===== src/rtl/core/msqm_pkg.sv =====
package msqm_pkg;

  // Field widths.
  localparam int unsigned KIND_W   = 2;
  localparam int unsigned BYTE_W   = 8;
  localparam int unsigned EVENT_W  = 2;
  localparam int unsigned CFG_IDX_W = 2;
  localparam int unsigned CFG_W    = 16;
  localparam int unsigned SIL_W    = 17;
  localparam int unsigned ELAPSED_W = 17;
  localparam int unsigned SUM_W    = 19;

  // Defaults for the top level parameters.
  localparam int unsigned LINE_MAX_DEF = 48;

  // Length of one idle tick in ms.
  localparam int unsigned TICK_MS = 10;

  localparam logic [ELAPSED_W-1:0] ELAPSED_MAX = 17'h1FFFF;

  // Register reset values.
  localparam logic [CFG_W-1:0] TIMEOUT_RST = 16'd30000;
  localparam logic [CFG_W-1:0] SILENCE_RST = 16'd2000;
  localparam logic [CFG_W-1:0] PAUSE_RST   = 16'd500;

  // Register indexes.
  localparam logic [CFG_IDX_W-1:0] CFG_IDX_TIMEOUT = 2'd0;
  localparam logic [CFG_IDX_W-1:0] CFG_IDX_SILENCE = 2'd1;
  localparam logic [CFG_IDX_W-1:0] CFG_IDX_PAUSE   = 2'd2;

  // Line terminators.
  localparam logic [BYTE_W-1:0] CHAR_CR = 8'h0D;
  localparam logic [BYTE_W-1:0] CHAR_LF = 8'h0A;

  // Patterns, last character in the low byte. Shorter ones are padded so
  // that a character at distance d back from the newest byte is [8*d +: 8].
  localparam int unsigned PAT_W    = 56;
  localparam int unsigned UP_LEN   = 7;
  localparam int unsigned WIFI_LEN = 4;
  localparam int unsigned CONN_LEN = 7;
  localparam logic [PAT_W-1:0] PAT_UP   = "TO WIFI";
  localparam logic [PAT_W-1:0] PAT_WIFI = {24'h000000, "WIFI"};
  localparam logic [PAT_W-1:0] PAT_CONN = "CONNECT";
  localparam logic [15:0]      PAT_OK   = "OK";

  // Number of history cells: longest pattern minus the newest byte.
  localparam int unsigned WIN_CELLS = 6;

  typedef enum logic [KIND_W-1:0] {
    KIND_START = 2'd0,
    KIND_BYTE  = 2'd1,
    KIND_TICK  = 2'd2
  } kind_e;

  typedef enum logic [EVENT_W-1:0] {
    EV_QUERY     = 2'd0,
    EV_CONNECTED = 2'd1,
    EV_NO_WIFI   = 2'd2,
    EV_TIMEOUT   = 2'd3
  } event_e;

  typedef enum logic [1:0] {
    PH_IDLE  = 2'd0,
    PH_READ  = 2'd1,
    PH_PAUSE = 2'd2
  } phase_e;

  // Per cell compare results for each pattern.
  typedef struct packed {
    logic up;
    logic wifi;
    logic conn;
  } cell_hit_t;

  typedef struct packed {
    logic up;
    logic vocab;
    logic hidden;
    logic okbad;
  } line_flags_t;

  typedef struct packed {
    logic up;
    logic vocab;
  } reply_flags_t;

endpackage


===== src/rtl/core/msqm_if.sv =====
// Input channel: one word is one event.
interface msqm_in_if;
  logic                             valid;
  logic                             ready;
  logic [msqm_pkg::KIND_W-1:0]      kind;
  logic [msqm_pkg::BYTE_W-1:0]      rx_byte;
  modport source (output valid, kind, rx_byte, input ready);
  modport sink   (input valid, kind, rx_byte, output ready);
endinterface

// Output channel: one word is one event code.
interface msqm_out_if;
  logic                             valid;
  logic                             ready;
  logic [msqm_pkg::EVENT_W-1:0]     event_res;
  modport source (output valid, event_res, input ready);
  modport sink   (input valid, event_res, output ready);
endinterface

// Configuration write channel.
interface msqm_cfg_if;
  logic                             valid;
  logic                             ready;
  logic [msqm_pkg::CFG_IDX_W-1:0]   index;
  logic [msqm_pkg::CFG_W-1:0]       data;
  modport source (output valid, index, data, input ready);
  modport sink   (input valid, index, data, output ready);
endinterface


===== src/rtl/core/msqm_cell.sv =====
// One history cell: holds the byte DIST positions before the newest one and
// compares it against the pattern characters expected at that distance.
module msqm_cell #(
  parameter int unsigned DIST = 1
) (
  input  logic                          clk_i,
  input  logic                          rst_ni,
  input  logic                          shift_i,
  input  logic                          clear_i,
  input  logic [msqm_pkg::BYTE_W-1:0]   byte_i,
  input  logic                          valid_i,
  output logic [msqm_pkg::BYTE_W-1:0]   byte_o,
  output logic                          valid_o,
  output msqm_pkg::cell_hit_t           hit_o
);

  localparam logic [msqm_pkg::BYTE_W-1:0] UP_CH   = msqm_pkg::PAT_UP[8*DIST +: 8];
  localparam logic [msqm_pkg::BYTE_W-1:0] WIFI_CH = msqm_pkg::PAT_WIFI[8*DIST +: 8];
  localparam logic [msqm_pkg::BYTE_W-1:0] CONN_CH = msqm_pkg::PAT_CONN[8*DIST +: 8];

  logic                          valid_q, valid_d;
  logic [msqm_pkg::BYTE_W-1:0]   byte_q, byte_d;

  // Take the neighbor's byte on a shift; a line end or a new read empties the cell.
  always_comb begin
    valid_d = valid_q;
    byte_d  = byte_q;
    if (clear_i) begin
      valid_d = 1'b0;
    end else if (shift_i) begin
      valid_d = valid_i;
      byte_d  = byte_i;
    end
  end

  always_ff @(posedge clk_i or negedge rst_ni) begin
    if (!rst_ni) begin
      valid_q <= 1'b0;
    end else begin
      valid_q <= valid_d;
    end
  end

  always_ff @(posedge clk_i) begin
    byte_q <= byte_d;
  end

  // A distance beyond a pattern's length does not constrain that pattern.
  always_comb begin
    hit_o.up   = (DIST >= msqm_pkg::UP_LEN)   || (valid_q && (byte_q == UP_CH));
    hit_o.wifi = (DIST >= msqm_pkg::WIFI_LEN) || (valid_q && (byte_q == WIFI_CH));
    hit_o.conn = (DIST >= msqm_pkg::CONN_LEN) || (valid_q && (byte_q == CONN_CH));
  end

  assign byte_o  = byte_q;
  assign valid_o = valid_q;

endmodule


===== src/rtl/core/modem_status_query_matcher.sv =====
// Channel  Dir  Word                      Accepted when
// in_i     in   kind, rx_byte             valid && ready
// out_o    out  event_res                 valid && ready
// cfg_i    in   index, data               valid && ready (ready is always high)
//
// Every input word is handled in the cycle it is accepted, one word per cycle.
// A received text byte shifts a chain of six history cells; the pattern compares
// are spread over the cells, so no iterative compare loop stands in the byte path.
// Results go into a two-word output buffer; input stalls only when it is full.
// Reset is asynchronous and restores the register defaults and the idle phase.
module modem_status_query_matcher #(
  parameter int unsigned LINE_MAX = msqm_pkg::LINE_MAX_DEF
) (
  input  logic   clk_i,
  input  logic   rst_ni,
  msqm_in_if.sink    in_i,
  msqm_out_if.source out_o,
  msqm_cfg_if.sink   cfg_i
);

  localparam int unsigned LINE_CNT_W = $clog2(LINE_MAX);
  localparam int unsigned WIN_CELLS  = msqm_pkg::WIN_CELLS;

  // Configuration registers.
  logic [msqm_pkg::CFG_W-1:0] timeout_q, timeout_d;
  logic [msqm_pkg::CFG_W-1:0] silence_lim_q, silence_lim_d;
  logic [msqm_pkg::CFG_W-1:0] pause_q, pause_d;

  // Control and time state.
  msqm_pkg::phase_e                 phase_q, phase_d;
  logic [LINE_CNT_W-1:0]            line_cnt_q, line_cnt_d;
  logic [1:0]                       ok_pos_q, ok_pos_d;
  msqm_pkg::line_flags_t            lf_q, lf_d;
  msqm_pkg::reply_flags_t           rf_q, rf_d;
  logic [msqm_pkg::SIL_W-1:0]       silence_q, silence_d;
  logic [msqm_pkg::CFG_W-1:0]       pause_left_q, pause_left_d;
  logic [msqm_pkg::ELAPSED_W-1:0]   elapsed_q, elapsed_d;

  // Output buffer.
  logic [1:0]                       cnt_q, cnt_d;
  logic [msqm_pkg::EVENT_W-1:0]     slot0_q, slot0_d, slot1_q, slot1_d;

  // Decoded input.
  msqm_pkg::kind_e                  kind;
  logic [msqm_pkg::BYTE_W-1:0]      rx;
  logic                             in_fire, out_fire;
  logic                             start, tick_read, tick_pause, byte_read;
  logic                             is_eol, line_full, count_byte, feed_text;
  logic                             line_end, done_line;

  // Window chain.
  logic [msqm_pkg::BYTE_W-1:0]      win_byte [WIN_CELLS];
  logic                             win_valid [WIN_CELLS];
  msqm_pkg::cell_hit_t              win_hit [WIN_CELLS];
  logic [WIN_CELLS-1:0]             up_vec, wifi_vec, conn_vec;
  logic                             up_hit, wifi_hit, conn_hit;

  // Shared decisions.
  msqm_pkg::reply_flags_t           rf_line, rf_end;
  logic                             end_req, end_up, end_nowifi, end_retry, retry_now;
  logic                             decide, again, begin_read, go_idle, clear_line;
  logic [msqm_pkg::SUM_W-1:0]       sum;
  logic [msqm_pkg::ELAPSED_W-1:0]   e_sat, decide_elapsed;
  logic [msqm_pkg::CFG_W-1:0]       pl_next;

  // Event push.
  logic                             ev_push;
  msqm_pkg::event_e                 ev_code;

  // Handshakes.
  assign in_fire     = in_i.valid && in_i.ready;
  assign out_fire    = out_o.valid && out_o.ready;
  assign in_i.ready  = (cnt_q != 2'd2);
  assign cfg_i.ready = 1'b1;
  assign out_o.valid = (cnt_q != 2'd0);
  assign out_o.event_res = slot0_q;

  // Input decode.
  assign kind       = msqm_pkg::kind_e'(in_i.kind);
  assign rx         = in_i.rx_byte;
  assign start      = in_fire && (kind == msqm_pkg::KIND_START);
  assign byte_read  = in_fire && (kind == msqm_pkg::KIND_BYTE) &&
                      (phase_q == msqm_pkg::PH_READ);
  assign tick_read  = in_fire && (kind == msqm_pkg::KIND_TICK) &&
                      (phase_q == msqm_pkg::PH_READ);
  assign tick_pause = in_fire && (kind == msqm_pkg::KIND_TICK) &&
                      (phase_q == msqm_pkg::PH_PAUSE);
  assign is_eol     = (rx == msqm_pkg::CHAR_CR) || (rx == msqm_pkg::CHAR_LF);
  assign line_full  = (line_cnt_q >= LINE_CNT_W'(LINE_MAX - 1));
  assign line_end   = byte_read && is_eol;
  assign count_byte = byte_read && !is_eol && !lf_q.hidden && !line_full;
  assign feed_text  = count_byte && (rx != '0);
  assign done_line  = (ok_pos_q == 2'd2) && !lf_q.okbad;

  // History chain: cell 0 takes the newest byte, each cell hands its byte on.
  for (genvar gi = 0; gi < WIN_CELLS; gi++) begin : g_cell
    logic [msqm_pkg::BYTE_W-1:0] cell_byte_in;
    logic                        cell_valid_in;
    if (gi == 0) begin : g_head
      assign cell_byte_in  = rx;
      assign cell_valid_in = 1'b1;
    end else begin : g_link
      assign cell_byte_in  = win_byte[gi-1];
      assign cell_valid_in = win_valid[gi-1];
    end
    msqm_cell #(
      .DIST (gi + 1)
    ) u_cell (
      .clk_i   (clk_i),
      .rst_ni  (rst_ni),
      .shift_i (feed_text),
      .clear_i (clear_line),
      .byte_i  (cell_byte_in),
      .valid_i (cell_valid_in),
      .byte_o  (win_byte[gi]),
      .valid_o (win_valid[gi]),
      .hit_o   (win_hit[gi])
    );
    assign up_vec[gi]   = win_hit[gi].up;
    assign wifi_vec[gi] = win_hit[gi].wifi;
    assign conn_vec[gi] = win_hit[gi].conn;
  end

  // A pattern is found when the newest byte ends it and every cell agrees.
  assign up_hit   = (rx == msqm_pkg::PAT_UP[7:0])   && (&up_vec);
  assign wifi_hit = (rx == msqm_pkg::PAT_WIFI[7:0]) && (&wifi_vec);
  assign conn_hit = (rx == msqm_pkg::PAT_CONN[7:0]) && (&conn_vec);

  // Shared decisions for the end of a read and the end of a pause.
  always_comb begin
    rf_line.up    = rf_q.up | lf_q.up;
    rf_line.vocab = rf_q.vocab | lf_q.vocab;
    rf_end        = line_end ? rf_line : rf_q;
    end_req       = (line_end && done_line) ||
                    (tick_read && (silence_q >= {1'b0, silence_lim_q}));
    end_up        = end_req && rf_end.up;
    end_nowifi    = end_req && !rf_end.up && !rf_end.vocab;
    end_retry     = end_req && !rf_end.up && rf_end.vocab;
    retry_now     = end_retry && (pause_q == '0);
    sum           = {2'b00, elapsed_q} + {2'b00, silence_q} + {3'b000, pause_q};
    e_sat         = (sum > msqm_pkg::SUM_W'(msqm_pkg::ELAPSED_MAX)) ?
                    msqm_pkg::ELAPSED_MAX : sum[msqm_pkg::ELAPSED_W-1:0];
    pl_next       = (pause_left_q > msqm_pkg::CFG_W'(msqm_pkg::TICK_MS)) ?
                    (pause_left_q - msqm_pkg::CFG_W'(msqm_pkg::TICK_MS)) : '0;
    decide        = retry_now || (tick_pause && (pl_next == '0));
    decide_elapsed = retry_now ? e_sat : elapsed_q;
    again         = decide && (decide_elapsed < {1'b0, timeout_q});
    begin_read    = (start && (timeout_q != '0)) || again;
    go_idle       = (start && (timeout_q == '0)) || end_up || end_nowifi ||
                    (decide && !again);
    clear_line    = line_end || begin_read || start;
  end

  // Next state.
  always_comb begin
    phase_d      = phase_q;
    line_cnt_d   = line_cnt_q;
    ok_pos_d     = ok_pos_q;
    lf_d         = lf_q;
    rf_d         = rf_q;
    silence_d    = silence_q;
    pause_left_d = pause_left_q;
    elapsed_d    = elapsed_q;

    if (begin_read) begin
      phase_d = msqm_pkg::PH_READ;
    end else if (go_idle) begin
      phase_d = msqm_pkg::PH_IDLE;
    end else if (end_retry) begin
      phase_d = msqm_pkg::PH_PAUSE;
    end

    // Line scanning state.
    if (clear_line) begin
      line_cnt_d = '0;
      ok_pos_d   = '0;
      lf_d       = '0;
    end else if (count_byte) begin
      line_cnt_d = line_cnt_q + LINE_CNT_W'(1);
      if (rx == '0) begin
        lf_d.hidden = 1'b1;
      end else begin
        lf_d.up    = lf_q.up | up_hit;
        lf_d.vocab = lf_q.vocab | wifi_hit | conn_hit;
        if ((ok_pos_q != 2'd2) && !lf_q.okbad) begin
          if (rx == ((ok_pos_q == 2'd0) ? msqm_pkg::PAT_OK[15:8] :
                                          msqm_pkg::PAT_OK[7:0])) begin
            ok_pos_d = ok_pos_q + 2'd1;
          end else begin
            lf_d.okbad = 1'b1;
          end
        end
      end
    end

    // Reply flags and silence count of the current read.
    if (start || begin_read) begin
      rf_d      = '0;
      silence_d = '0;
    end else begin
      if (line_end) begin
        rf_d = rf_line;
      end
      if (tick_read && !end_req) begin
        silence_d = silence_q + msqm_pkg::SIL_W'(msqm_pkg::TICK_MS);
      end
    end

    // Overall time and pause countdown.
    if (start) begin
      elapsed_d    = '0;
      pause_left_d = '0;
    end else if (end_retry) begin
      elapsed_d    = e_sat;
      pause_left_d = pause_q;
    end else if (tick_pause) begin
      pause_left_d = pl_next;
    end
  end

  // Result of the accepted word.
  always_comb begin
    ev_push = 1'b0;
    ev_code = msqm_pkg::EV_QUERY;
    if (start) begin
      ev_push = 1'b1;
      ev_code = (timeout_q == '0) ? msqm_pkg::EV_TIMEOUT : msqm_pkg::EV_QUERY;
    end else if (end_up) begin
      ev_push = 1'b1;
      ev_code = msqm_pkg::EV_CONNECTED;
    end else if (end_nowifi) begin
      ev_push = 1'b1;
      ev_code = msqm_pkg::EV_NO_WIFI;
    end else if (decide) begin
      ev_push = 1'b1;
      ev_code = again ? msqm_pkg::EV_QUERY : msqm_pkg::EV_TIMEOUT;
    end
  end

  // Two-word output buffer; slot 0 is the head.
  always_comb begin
    cnt_d   = cnt_q;
    slot0_d = slot0_q;
    slot1_d = slot1_q;
    if (ev_push && out_fire) begin
      if (cnt_q == 2'd1) begin
        slot0_d = ev_code;
      end else begin
        slot0_d = slot1_q;
        slot1_d = ev_code;
      end
    end else if (out_fire) begin
      slot0_d = slot1_q;
      cnt_d   = cnt_q - 2'd1;
    end else if (ev_push) begin
      if (cnt_q == 2'd0) begin
        slot0_d = ev_code;
      end else begin
        slot1_d = ev_code;
      end
      cnt_d = cnt_q + 2'd1;
    end
  end

  // Configuration writes.
  always_comb begin
    timeout_d     = timeout_q;
    silence_lim_d = silence_lim_q;
    pause_d       = pause_q;
    if (cfg_i.valid && cfg_i.ready) begin
      case (cfg_i.index)
        msqm_pkg::CFG_IDX_TIMEOUT: timeout_d     = cfg_i.data;
        msqm_pkg::CFG_IDX_SILENCE: silence_lim_d = cfg_i.data;
        msqm_pkg::CFG_IDX_PAUSE:   pause_d       = cfg_i.data;
        default: begin
        end
      endcase
    end
  end

  always_ff @(posedge clk_i or negedge rst_ni) begin
    if (!rst_ni) begin
      timeout_q     <= msqm_pkg::TIMEOUT_RST;
      silence_lim_q <= msqm_pkg::SILENCE_RST;
      pause_q       <= msqm_pkg::PAUSE_RST;
      phase_q       <= msqm_pkg::PH_IDLE;
      line_cnt_q    <= '0;
      ok_pos_q      <= '0;
      lf_q          <= '0;
      rf_q          <= '0;
      silence_q     <= '0;
      pause_left_q  <= '0;
      elapsed_q     <= '0;
      cnt_q         <= '0;
    end else begin
      timeout_q     <= timeout_d;
      silence_lim_q <= silence_lim_d;
      pause_q       <= pause_d;
      phase_q       <= phase_d;
      line_cnt_q    <= line_cnt_d;
      ok_pos_q      <= ok_pos_d;
      lf_q          <= lf_d;
      rf_q          <= rf_d;
      silence_q     <= silence_d;
      pause_left_q  <= pause_left_d;
      elapsed_q     <= elapsed_d;
      cnt_q         <= cnt_d;
    end
  end

  always_ff @(posedge clk_i) begin
    slot0_q <= slot0_d;
    slot1_q <= slot1_d;
  end

`ifndef SYNTHESIS
  // The output buffer never holds more than two words.
  a_cnt_bound: assert property (@(posedge clk_i) disable iff (!rst_ni)
    cnt_q != 2'd3) else $error("output buffer overflow");

  // A pause is only entered with time left and left when it runs out.
  a_pause_left: assert property (@(posedge clk_i) disable iff (!rst_ni)
    (phase_q == msqm_pkg::PH_PAUSE) |-> (pause_left_q != '0))
    else $error("pausing with no time left");

  // The idle phase never leads straight into a pause.
  a_idle_no_pause: assert property (@(posedge clk_i) disable iff (!rst_ni)
    (phase_q == msqm_pkg::PH_IDLE) |=> (phase_q != msqm_pkg::PH_PAUSE))
    else $error("pause entered from idle");

  // Connected is only reported at the end of a read.
  a_conn_in_read: assert property (@(posedge clk_i) disable iff (!rst_ni)
    (ev_push && (ev_code == msqm_pkg::EV_CONNECTED)) |-> (phase_q == msqm_pkg::PH_READ))
    else $error("connected outside a read");

  // The line counter stops at the examined length.
  a_line_cnt: assert property (@(posedge clk_i) disable iff (!rst_ni)
    line_cnt_q <= LINE_CNT_W'(LINE_MAX - 1)) else $error("line counter overrun");
`endif

endmodule

===== src/flat_wrapper.sv =====
// flat-port wrapper written by rule: the top's interface ports become plain ports
module modem_status_query_matcher_flat 
#(
  parameter int unsigned LINE_MAX = msqm_pkg::LINE_MAX_DEF
)
  (clk_i, rst_ni, in_i_valid, in_i_kind, in_i_rx_byte, in_i_ready, out_o_valid, out_o_event_res, out_o_ready, cfg_i_valid, cfg_i_index, cfg_i_data, cfg_i_ready);
  msqm_in_if in_i_i ();
  msqm_out_if out_o_i ();
  msqm_cfg_if cfg_i_i ();
  input  logic clk_i;
  input  logic rst_ni;
  input wire logic [$bits(in_i_i.valid)-1:0] in_i_valid;
  input wire logic [$bits(in_i_i.kind)-1:0] in_i_kind;
  input wire logic [$bits(in_i_i.rx_byte)-1:0] in_i_rx_byte;
  output wire logic [$bits(in_i_i.ready)-1:0] in_i_ready;
  output wire logic [$bits(out_o_i.valid)-1:0] out_o_valid;
  output wire logic [$bits(out_o_i.event_res)-1:0] out_o_event_res;
  input wire logic [$bits(out_o_i.ready)-1:0] out_o_ready;
  input wire logic [$bits(cfg_i_i.valid)-1:0] cfg_i_valid;
  input wire logic [$bits(cfg_i_i.index)-1:0] cfg_i_index;
  input wire logic [$bits(cfg_i_i.data)-1:0] cfg_i_data;
  output wire logic [$bits(cfg_i_i.ready)-1:0] cfg_i_ready;
  assign in_i_i.valid = in_i_valid;
  assign in_i_i.kind = in_i_kind;
  assign in_i_i.rx_byte = in_i_rx_byte;
  assign in_i_ready = in_i_i.ready;
  assign out_o_valid = out_o_i.valid;
  assign out_o_event_res = out_o_i.event_res;
  assign out_o_i.ready = out_o_ready;
  assign cfg_i_i.valid = cfg_i_valid;
  assign cfg_i_i.index = cfg_i_index;
  assign cfg_i_i.data = cfg_i_data;
  assign cfg_i_ready = cfg_i_i.ready;
  modem_status_query_matcher #(.LINE_MAX(LINE_MAX)) u_core (.clk_i(clk_i), .rst_ni(rst_ni), .in_i(in_i_i), .out_o(out_o_i), .cfg_i(cfg_i_i));
endmodule

===== config.mk =====
export PLATFORM = sky130hd
export DESIGN_NAME = modem_status_query_matcher_flat
export DESIGN_NICKNAME = d
export VERILOG_FILES = /design/src/rtl/core/msqm_pkg.sv /design/src/rtl/core/msqm_if.sv /design/src/rtl/core/msqm_cell.sv /design/src/rtl/core/modem_status_query_matcher.sv /design/src/flat_wrapper.sv
export SDC_FILE = /design/constraint.sdc
export NUM_CORES = 1
export LEC_CHECK = 0
export ABC_CLOCK_PERIOD_IN_PS = 10100
export BUFFER_PORTS_ARGS = -buffer_cell sky130_fd_sc_hd__buf_2
export CAP_MARGIN = 40
export CELL_PAD_IN_SITES_DETAIL_PLACEMENT = 0
export CELL_PAD_IN_SITES_GLOBAL_PLACEMENT = 1
export CORE_ASPECT_RATIO = 0.8
export CORE_UTILIZATION = 54
export DETAILED_ROUTE_END_ITERATION = 6
export PLACE_DENSITY = 0.95
export SLEW_MARGIN = 15
export SYNTH_ARGS = -nofsm -noshare
export SYNTH_HDL_FRONTEND = slang
export SYNTH_SLANG_ARGS = --single-unit

===== constraint.sdc =====
create_clock -name clk_i -period 10.1 [get_ports clk_i]
set_clock_uncertainty 0.1 [all_clocks]
set_input_delay 1.01 -clock clk_i [delete_from_list [all_inputs] [get_ports clk_i]]
set_output_delay 1.01 -clock clk_i [all_outputs]
set_load 0.05 [all_outputs]

## After elaboration in Yosys (flattened, before gate mapping)

Cells that the tools add are included.
Widths: inputs -> output; s select.

| storage, ports and cells | value |
|---|---|
| bits in latches | 0 |
| bits in writable memories | 0 |
| register bits | 174 |
| bits of input ports | 33 |
| word-level logic and storage cells | 244 |
| ROM bits | 0 |
| output and inout port bits | 5 |
| memories kept | 0 |

| cells by class | value |
|---|---|
| eq/ne operators | 31 |
| div/mod/pow operators | 0 |
| reductions and logical operators | 99 |
| add/sub/neg operators | 8 |
| bitwise gates (word level) | 7 |
| muxes and demuxes | 64 |
| magnitude comparators | 5 |
| shifts and indexed selects | 0 |
| multipliers | 0 |

Operators by type and width:

| operator | number |
|---|---|
| $mux 17 | 6 |
| $eq 8x7->1 const B | 12 |
| $mux 16 | 4 |
| $mux 2 | 29 |
| $logic_not 16->1 | 3 |
| $logic_and 1x1->1 | 43 |
| $mux 1 | 20 |
| $reduce_bool 2->1 | 10 |
| $add 19x16->19 | 1 |
| $gt 19x17->1 const B | 1 |
| $add 17x17->18 | 1 |
| $add 17x4->17 const B | 1 |
| $ge 17x16->1 | 1 |
| $lt 17x16->1 | 1 |
| $eq 8x4->1 const B | 2 |
| $gt 16x4->1 const B | 1 |
| $reduce_and 2->1 | 8 |
| $reduce_bool 16->1 | 1 |
| $sub 16x4->16 const B | 1 |
| $mux 6 | 2 |
| $reduce_and 4->1 | 3 |
| $reduce_and 6->1 | 2 |
| $reduce_bool 3->1 | 4 |
| $logic_or 1x1->1 | 10 |
| other kinds (19) | 47 |

## Depth between registers and ports, before layout

Gate-level depths: netlist of run 1.

| logic depth | value |
|---|---|
| depth after elaboration | 22 |
| depth in mapped cells | 31 |
| gate-level depth less buffers | 28 |

## Cells and area by module

A second synthesis of run 1 with hierarchy kept.

| unflattened totals | value |
|---|---|
| cell total of the unflattened synthesis | 1005 |
| area total of the unflattened synthesis | 10261.1 µm² |

Modules (own cells, without submodules):

| module | seq. area each (µm²) | instances | area an instance (µm²) | cells each |
|---|---|---|---|---|
| modem_status_query_matcher | 3021.6 | 1 | 8237.9 | 894 |
| msqm_cell at u_core.g_cell[0].u_cell ... | 265.3 | 2 | 337.8 | 18 |
| msqm_cell at u_core.g_cell[3].u_cell | 265.3 | 1 | 342.8 | 19 |
| msqm_cell at u_core.g_cell[5].u_cell | 265.3 | 1 | 340.3 | 19 |
| msqm_cell at u_core.g_cell[2].u_cell | 265.3 | 1 | 334.1 | 18 |
| msqm_cell at u_core.g_cell[4].u_cell | 265.3 | 1 | 330.3 | 19 |

## Least setup slack after synthesis of run 1

OpenSTA, ideal clock, no wires.

| timing path | value |
|---|---|
| kind | reg2reg |
| start point | reg u_core.silence_q[3] (netlist bit) |
| end point | reg u_core.g_cell[5].u_cell.valid_q |
| clock period less this slack | 6.093 ns |
| required time | 9.873 ns |
| path slack | 4.007 ns |
| cell stages (with the launch flop) | 30 |
| arrival time | 5.866 ns |
| path buffers | 4 |
| setup time | 0.127 ns |
| cells stage by stage | dfrtp_1 -> ha_1 -> and3_1 -> a221oi_1 -> a2111oi_0 -> o21a_1 -> nor2_1 -> xnor2_1 -> ha_1 -> clkbuf_1 -> and4_1 -> clkbuf_1 -> a41o_1 -> o211ai_1 -> a211oi_1 -> a2bb2oi_2 -> clkbuf_1 -> and2_1 -> a21oi_1 -> ha_1 -> a21o_1 -> a21oi_1 -> o21ai_0 -> nand4_1 -> nand4b_1 -> o221a_1 -> a21boi_2 -> nor3_4 -> buf_4 -> o21ai_1 |

| between the ends | value |
|---|---|
| cells in the longest elaborated chain, start to end | 13 |
| elaborated cells on any way between the ends | 19 |
| classes of those cells | add/sub: 2; order compare: 3; mux: 3; reduce/logical: 11 |

RTL lines:

| element | line | source |
|---|---|---|
| start: declaration | modem_status_query_matcher.sv:35 | `logic [msqm_pkg::SIL_W-1:0] silence_q, silence_d;` |
| start signal: assignment | modem_status_query_matcher.sv:304 | `silence_q <= silence_d;` |
| parallel branches: the longest is 8 deep, another holds $add 19x16->19 | -- |  |
| $logic_and 1x1->1 (*) | modem_status_query_matcher.sv:147 | `again = decide && (decide_elapsed < {1'b0, timeout_q});` |
| $logic_or 1x1->1 (*) | modem_status_query_matcher.sv:148 | `begin_read = (start && (timeout_q != '0)) \|\| again;` |
| $logic_or 1x1->1 (*) (2 in series) | modem_status_query_matcher.sv:151 | `clear_line = line_end \|\| begin_read \|\| start;` |
| $mux 1 or $reduce_bool 2->1 (tied branches) | -- |  |
| end signal: assignment | msqm_cell.sv:40 | `valid_q <= valid_d;` |
| end: declaration | msqm_cell.sv:21 | `logic valid_q, valid_d;` |

Every way passes the cells marked *.
A chain may end at the register's enable or synchronous reset.

## Worst setup path after layout of run 1

| timing path | value |
|---|---|
| start point | reg u_core.silence_q[3] (netlist bit) |
| end point | reg u_core.g_cell[3].u_cell.valid_q |

| between the ends | value |
|---|---|
| cells in the longest elaborated chain, start to end | 13 |
| elaborated cells on any way between the ends | 19 |
| classes of those cells | add/sub: 2; order compare: 3; mux: 3; reduce/logical: 11 |

RTL lines:

| element | line |
|---|---|
| parallel branches: the longest is 8 deep, another holds $add 19x16->19 | -- |
| $logic_and 1x1->1 (*) | modem_status_query_matcher.sv:147 |
| $logic_or 1x1->1 (*) | modem_status_query_matcher.sv:148 |
| $logic_or 1x1->1 (*) (2 in series) | modem_status_query_matcher.sv:151 |
| $mux 1 or $reduce_bool 2->1 (tied branches) | -- |
| end signal: assignment | msqm_cell.sv:40 |
| end: declaration | msqm_cell.sv:21 |

Marked as above.

==> results of run 1 <==
## placed cells by master (no fill, tap or decap), types with 6 or more instances in the layout
cell type	netlist	final
a211oi_1	14	14
a21o_1	18	18
a21oi_1	65	65
a31oi_1	8	8
and2_1	13	13
and3_1	9	9
buf_2	2	35
buf_4	3	8
clkbuf_16	0	17
clkinv_8	0	6
dfrtp_1	102	102
dfstp_2	19	19
edfxtp_1	52	52
ha_1	74	74
inv_1	53	52
mux2_2	33	33
nand2_1	70	70
nand2b_1	12	12
nand3_1	42	42
nand4_1	21	21
nor2_1	81	81
nor2b_1	8	8
nor3_1	47	46
nor4_1	22	21
nor4_2	7	8
o211ai_1	9	9
o21a_1	7	7
o21ai_0	67	67
o21ai_1	8	8
or2_2	8	8
xnor2_1	26	26
xor2_1	21	21
## final cells by class
| type | count | area share [%] |
|---|---|---|
| timing repair buffer | 49 | 2.975 |
| clock inverter | 15 | 1.536 |
| inverter | 53 | 1.720 |
| clock buffer | 17 | 3.678 |
| multi-input combinational | 794 | 47.42 |
| sequential | 173 | 39.88 |
| tap | 258 | 2.791 |
## power by group
part           total (uW)  switching [uW]  internal (uW)
Combinational         594             367            227
Clock                 662             327            334
Sequential            928             103            825
## stage by stage
step	instance area, um^2	power [uW]	setup slack, ns
detailed placement	10930	1519	2.987
floorplan	10450	1342	4.007
global route	11570	2297	2.265
finish	11570	2183	2.823
global placement	10860	1499	3.208
CTS	11530	2178	2.928
## worst max-delay path: cells and delay by family, from the launching register on
family | cells | cell delay (ns)
AO/OA/AOI/OAI | 13 | 3.34
XOR/XNOR | 1 | 0.13
adder cells (fa/ha/maj) | 3 | 1.07
buffers and inverters | 1 | 0.42
flip-flops | 1 | 0.48
AND/OR/NAND/NOR | 9 | 1.57
## sequential cells by signal (all words and copies together) (netlist names)
register and count:
u_core.g_cell.u_cell.byte_o 48, u_core.g_cell.u_cell.valid_o 6, u_core.elapsed_q 17, u_core.slot1_q 2, u_core.line_cnt_q 6, u_core.phase_q 2, u_core.pause_q 16, u_core.pause_left_q 16
u_core.cnt_q 2, u_core.silence_lim_q 16, u_core.rf_q 2, u_core.out_o.event_res 2, u_core.silence_q 16, u_core.lf_q 4, u_core.ok_pos_q 2, u_core.timeout_q 16
## routing by layer
layer / vias up / track usage (%) / routed length, um / share of wire, %
li1: 3984 / - / - / -
met1: 4112 / 41.03 / 12330 / 46
met2: 297 / 41.41 / 11560 / 44
met3: 49 / 8.029 / 2004 / 7.6
met4: 0 / 8.795 / 624 / 2.4
met5: - / 0 / 0 / 0
## worst max-delay path by stage
stage,startpoint,to,slack [ns],cells past startpoint
global placement,u_core.silence_q[3],u_core.line_cnt_q[5],3.21,27
CTS,u_core.silence_q[3],u_core.g_cell[3].u_cell.valid_o,2.93,27
finish,u_core.silence_q[3],u_core.g_cell[3].u_cell.valid_o,2.82,27
floorplan,u_core.silence_q[3],u_core.g_cell[5].u_cell.valid_o,4.01,29
global route,u_core.silence_q[3],u_core.lf_q[3],2.27,27
detailed placement,u_core.silence_q[3],u_core.g_cell[3].u_cell.valid_o,2.99,27
## cells by family (layout without fill, tap and decap cells)
kind of cell / Yosys count / count (layout)
XOR/XNOR: 47 / 47
buffers and inverters: 95 / 134
multiplexers: 36 / 36
AO/OA/AOI/OAI: 248 / 248
flip-flops: 173 / 173
adder cells (fa/ha/maj): 75 / 75
other: 1 / 1
AND/OR/NAND/NOR: 387 / 387
==> flow_metrics.py, run 1 <==
metrics = {
    "detailed_routing": {
        "viasPerCell": 6.212,
        "antenna_left": 0,
        "drt-initial-drc-count": 618,
        "vias": 8442,
        "drc_errors": 0,
        "avgRoutedWirePerCell_um": 19.51,
        "wirelength_um": 26520,
        "first_pass_iters": 5,
    },
    "placement": {
        "place_inst": 1325,
        "hpwl_um": 19790,
        "portBuffers": 36,
        "gp_congestion": 0.9261,
    },
    "timing": {
        "hold_viol_final": 0,
        "relSlewSlack_pct": 41.12,
        "drv_slew": 0,
        "rsz0062_at_grt": "no",
        "finalCritPeriodShare_pct": 72.05,
        "fin_hold_ws_ns": 0.3408,
        "tightest_slew_ns": 0.8609,
        "clock.fmax_ghz": 0.1374,
        "setup_viol": 0,
        "tns_ns": 0,
        "fin_crit_ns": 7.277,
    },
    "clocking": {
        "hold_buffers": 0,
        "insertion_delay_ns": 0.44,
        "clock_tree.buffer_depth": 2,
        "cts_buffers": 17,
        "clk_pin_slew_worst_paths_ns": 0.07,
        "root_buffer": "clkbuf_16",
        "cts.sinks": 173,
        "cts_tree": "built",
        "htree_levels": 4,
        "cts.repair.resized": 0,
        "post_cts_buffers": 0,
    },
    "cells_and_area": {
        "antenna_cells": 0,
        "fin_util_pct": 60.96,
        "syn2layout_area_growth_pct": 10.68,
        "seq_area_um2": 4613,
        "final_cells": 1359,
        "fillers": 1587,
        "final_nets": 1196,
        "multi_input_area_um2": 5485,
        "drive_gt1_share_pct": 15.89,
    },
    "synthesis": {
        "yosysWarnings": 0,
        "synth_compound_area_share_pct": 15.24,
        "synthDistinctLibCells": 83,
        "syn_avg_cell_area_um2": 9.841,
        "synth_mux_area_share_pct": 3.843,
        "syn_inst": 1062,
        "synth_commonest_cells": "dfrtp_1 (102), nor2_1 (81), ha_1 (74), nand2_1 (70), o21ai_0 (67)",
        "syn_nets": 1170,
        "synth_simple_gate_area_share_pct": 20.14,
        "synthesis.area_um2": 10450,
        "yosysTopAreaCell": "dfrtp_1",
        "synthArstFlopShare_pct": 69.94,
        "ys_seq_elements": 173,
        "synth_seq_area_share_pct": 44.14,
        "synth_edf_count": 52,
        "synthAdderAreaFrac_pct": 9.051,
        "synth_top_area_share_pct": 24.42,
        "synth_top_family_by_area": "simple AND/OR/NAND/NOR gates",
        "yosys-top-cells-area": "dfrtp_1 (24%), edfxtp_1 (15%), ha_1 (8.9%)",
        "synthXorXnorAreaFrac_pct": 3.939,
        "ys.flop_type": "dfrtp_1",
        "yosysMostFrequentCell": "dfrtp_1",
    },
    "floorplanning": {
        "fp.dieH_um": 126.4,
        "die-width_um": 157.5,
        "start_util_pct": 55.08,
        "core-area_um2": 18970,
        "io_pins": 38,
        "die-area_um2": 19920,
        "core.rowCount": 45,
    },
    "global_route": {
        "grt_start_max_net_pins": 64,
        "grt.total_usage_pct": 28.47,
        "grt_pass1_vias": 8247,
        "grt_pass1_wl_um": 43410,
        "grt.overflow.total": 0,
        "antenna_found_initial": 0,
    },
    "setup_path": {
        "r2r_setup_slack_ns": 2.82,
        "r2r_start": "u_core.silence_q[3]",
        "regToRegEndpoint": "u_core.g_cell[3].u_cell.valid_o",
        "critPathLaunchType": "register",
        "reg2regPathDepth": 27,
        "crit_top_cell": "ha_1",
        "cp_max_fo": 37,
        "arrival_ns": 7.48,
        "crit_required_ns": 10.30,
        "cpMaxStageDelayCell": "a2111oi_0",
        "critPathKind": "register to register",
        "end_kind": "register",
        "max_stage_delay_ns": 0.83,
    },
    "worst_hold_path": {
        "min_path_cells": 0,
        "hold_path_class": "register to register",
        "hp-start": "u_core.g_cell[1].u_cell.byte_o[1]",
        "hold_end": "u_core.g_cell[2].u_cell.byte_o[1]",
    },
    "status": {
        "status": "finished, final reports clean",
    },
    "power_and_ir_drop": {
        "p_leak_uw": 0.005007,
        "vdd_drop_max_v": 0.0001142,
        "pwr_density_cell_nw_per_um2": 188.8,
    },
    "flow_run": {
        "max_cap_violations": 0,
    },
}
No activity file was read; power rests on OpenSTA's default activity.
==> run 2, diff against run 1 <==
--- a/config.mk
+++ b/config.mk
@@ -5,15 +5,15 @@
 export SDC_FILE = /design/constraint.sdc
 export NUM_CORES = 1
 export LEC_CHECK = 0
-export ABC_CLOCK_PERIOD_IN_PS = 10100
+export ABC_CLOCK_PERIOD_IN_PS = 6400
 export BUFFER_PORTS_ARGS = -buffer_cell sky130_fd_sc_hd__buf_2
 export CAP_MARGIN = 40
 export CELL_PAD_IN_SITES_DETAIL_PLACEMENT = 0
 export CELL_PAD_IN_SITES_GLOBAL_PLACEMENT = 1
 export CORE_ASPECT_RATIO = 0.8
-export CORE_UTILIZATION = 54
+export CORE_UTILIZATION = 45
 export DETAILED_ROUTE_END_ITERATION = 6
-export PLACE_DENSITY = 0.95
+export PLACE_DENSITY = 0.86
 export SLEW_MARGIN = 15
 export SYNTH_ARGS = -nofsm -noshare
 export SYNTH_HDL_FRONTEND = slang
==> constraint.sdc (replaced) <==
create_clock -name clk_i -period 6.4 [get_ports clk_i]
set_clock_uncertainty 0.1 [all_clocks]
set_input_delay 0.64 -clock clk_i [delete_from_list [all_inputs] [get_ports clk_i]]
set_output_delay 0.64 -clock clk_i [all_outputs]
set_load 0.05 [all_outputs]
==> flow_metrics.py, run 2 (synthesized netlist as in run 1, its figures left out) <==
metrics = {
    "status": {
        "status": "finished, final reports clean",
    },
    "cells_and_area": {
        "design_area_um2": 12020,
        "final_common_cell": "dfrtp_1",
        "drive_gt1_share_pct": 20.07,
        "mostFrequentLayoutCells": "dfrtp_1 (102), nor2_1 (81), ha_1 (71)",
        "largest_register_ffs": 48,
        "antenna_cells": 0,
        "syn2layout_area_growth_pct": 14.98,
        "final_nets": 1226,
    },
    "clocking": {
        "root_buffer": "clkbuf_16",
        "htree_levels": 4,
        "clk_pin_slew_worst_paths_ns": 0.07,
        "clock_tree.buffer_depth": 2,
        "insertion_delay_ns": 0.45,
        "cts_tree": "built",
        "cts.sinks": 173,
        "cts_buffers": 17,
        "hold_buffers": 0,
    },
    "timing": {
        "tns_ns": 0,
        "finalCritPeriodShare_pct": 95.93,
        "setup_viol": 0,
        "clock.fmax_ghz": 0.1629,
        "drv_slew": 0,
        "tightest_slew_ns": 0.8338,
        "hold_viol_final": 0,
        "relSlewSlack_pct": 44.14,
        "fin_hold_ws_ns": 0.01523,
        "finalWorstSetupSlack_ns": 0.2608,
        "fin_crit_ns": 6.139,
    },
    "detailed_routing": {
        "wirelength_um": 28280,
        "drt-initial-drc-count": 805,
        "first_pass_iters": 5,
        "vias": 8574,
        "viasPerCell": 5.967,
        "antenna_left": 0,
        "drc_errors": 0,
        "avgRoutedWirePerCell_um": 19.68,
    },
    "floorplanning": {
        "die-width_um": 172.4,
        "core-area_um2": 22620,
        "die-area_um2": 23840,
        "fp.dieH_um": 138.3,
        "core.rowCount": 49,
        "start_util_pct": 46.20,
        "io_pins": 38,
    },
    "setup_path": {
        "end_kind": "register",
        "cp_max_fo": 9,
        "max_stage_delay_ns": 0.41,
        "cpMaxStageDelayCell": "dfrtp_1",
        "critPathLaunchType": "register",
        "crit_required_ns": 6.61,
        "critPathKind": "register to register",
        "arrival_ns": 6.35,
    },
    "placement": {
        "portBuffers": 36,
        "gp_congestion": 0.9401,
        "pre_cts_ws_ns": -0.07946,
        "hpwl_um": 20910,
        "placed_cell_area_um2": 11140,
    },
    "global_route": {
        "grt.overflow.total": 0,
        "antenna_found_initial": 0,
        "gr-usage-met1_pct": 37.40,
        "use_met3_pct": 3.836,
        "grt-busiest-layer": "met1",
        "grt_pass1_vias": 7994,
        "grt.total_usage_pct": 24.43,
        "grt_start_max_net_pins": 50,
        "grt_pass1_wl_um": 44030,
        "use_met2_pct": 35.04,
    },
    "flow_run": {
        "max_cap_violations": 0,
    },
    "power_and_ir_drop": {
        "vdd_drop_max_v": 0.0002436,
        "total_power_uw": 3485,
        "power_frac_comb_pct": 29.0,
        "p_leak_uw": 0.005191,
        "share_seq_of_total_power_pct": 41.4,
        "p_sw_share_pct": 36.77,
        "clockPowerShare_pct": 29.6,
        "p_int_uw": 2204,
        "pwr_density_cell_nw_per_um2": 290.0,
        "p_sw_uw": 1281,
    },
    "worst_hold_path": {
        "hold_path_class": "input pin to asynchronous set/reset pin",
    },
}
-- run 2: through the flow --
stage	util [%]	cells
2_1_floorplan	-	1062
3_5_place_dp	49.26	1393
4_1_cts	51.82	1425
6_report	53.12	1437
5_1_grt	53.12	1437
3_3_place_gp	48.97	1389
-- run 2: path summary, 6_finish.rpt --
path	start	endpoint	slack, ns	depth (start not counted)
hold reg to reg	u_core.g_cell[1].u_cell.byte_o[1]	u_core.g_cell[2].u_cell.byte_o[1]	0.35	0
max in group asynchronous	rst_ni	u_core.phase_q[1]	4.94	3
hold / removal	rst_ni	u_core.pause_left_q[2]	0.02	1
setup / recovery	u_core.elapsed_q[3]	u_core.silence_q[8]	0.26	30
min in group clk_i	in_i_rx_byte[6]	u_core.g_cell[0].u_cell.byte_o[6]	0.30	1
setup reg to reg	u_core.elapsed_q[3]	u_core.silence_q[8]	0.26	30
-- run 2: repair_timing --
action                                  in CTS  in global routing
endpoints found under the setup margin      41                 41
setup buffers                                0                  8
pin swaps                                    0                 13
endpoints found under the hold margin        0                  0
gates cloned                                 0                  3
resized for setup                            3                 33
-- run 2: power by group through the flow --
stage	sequential, uW	combinational (uW)	clock, uW
CTS	1440	983	1040
finish	1440	1010	1030
detailed placement	1460	971	0
global placement	1450	955	0
floorplan	1430	693	0
global route	1460	1120	1090
-- run 2: area by class of cell --
| cell class | instances | area, um^2 |
|---|---|---|
| Fill cell | 2006 | 10610 |
| Clock inverter | 15 | 141.4 |
| Multi-Input combinational cell | 794 | 5674 |
| Sequential cell | 173 | 4613 |
| Clock buffer | 17 | 425.4 |
| Tap cell | 306 | 382.9 |
| Inverter | 53 | 198.9 |
| Timing Repair Buffer | 79 | 580.6 |
-- run 2: metal layers --
layer / part of all wire [%] / up-vias
li1: - / 4055
met1: 49 / 4241
met2: 44 / 240
met3: 4.9 / 38
met4: 1.8 / 0
met5: 0 / -
-- run 2: critical path, delay by kind of cell (launching register included) --
family / cells / cell delay [ns]
flip-flops: 1 / 0.41
AO/OA/AOI/OAI: 15 / 2.76
adder cells (fa/ha/maj): 3 / 0.93
AND/OR/NAND/NOR: 6 / 0.80
XOR/XNOR: 1 / 0.17
buffers and inverters: 5 / 0.79
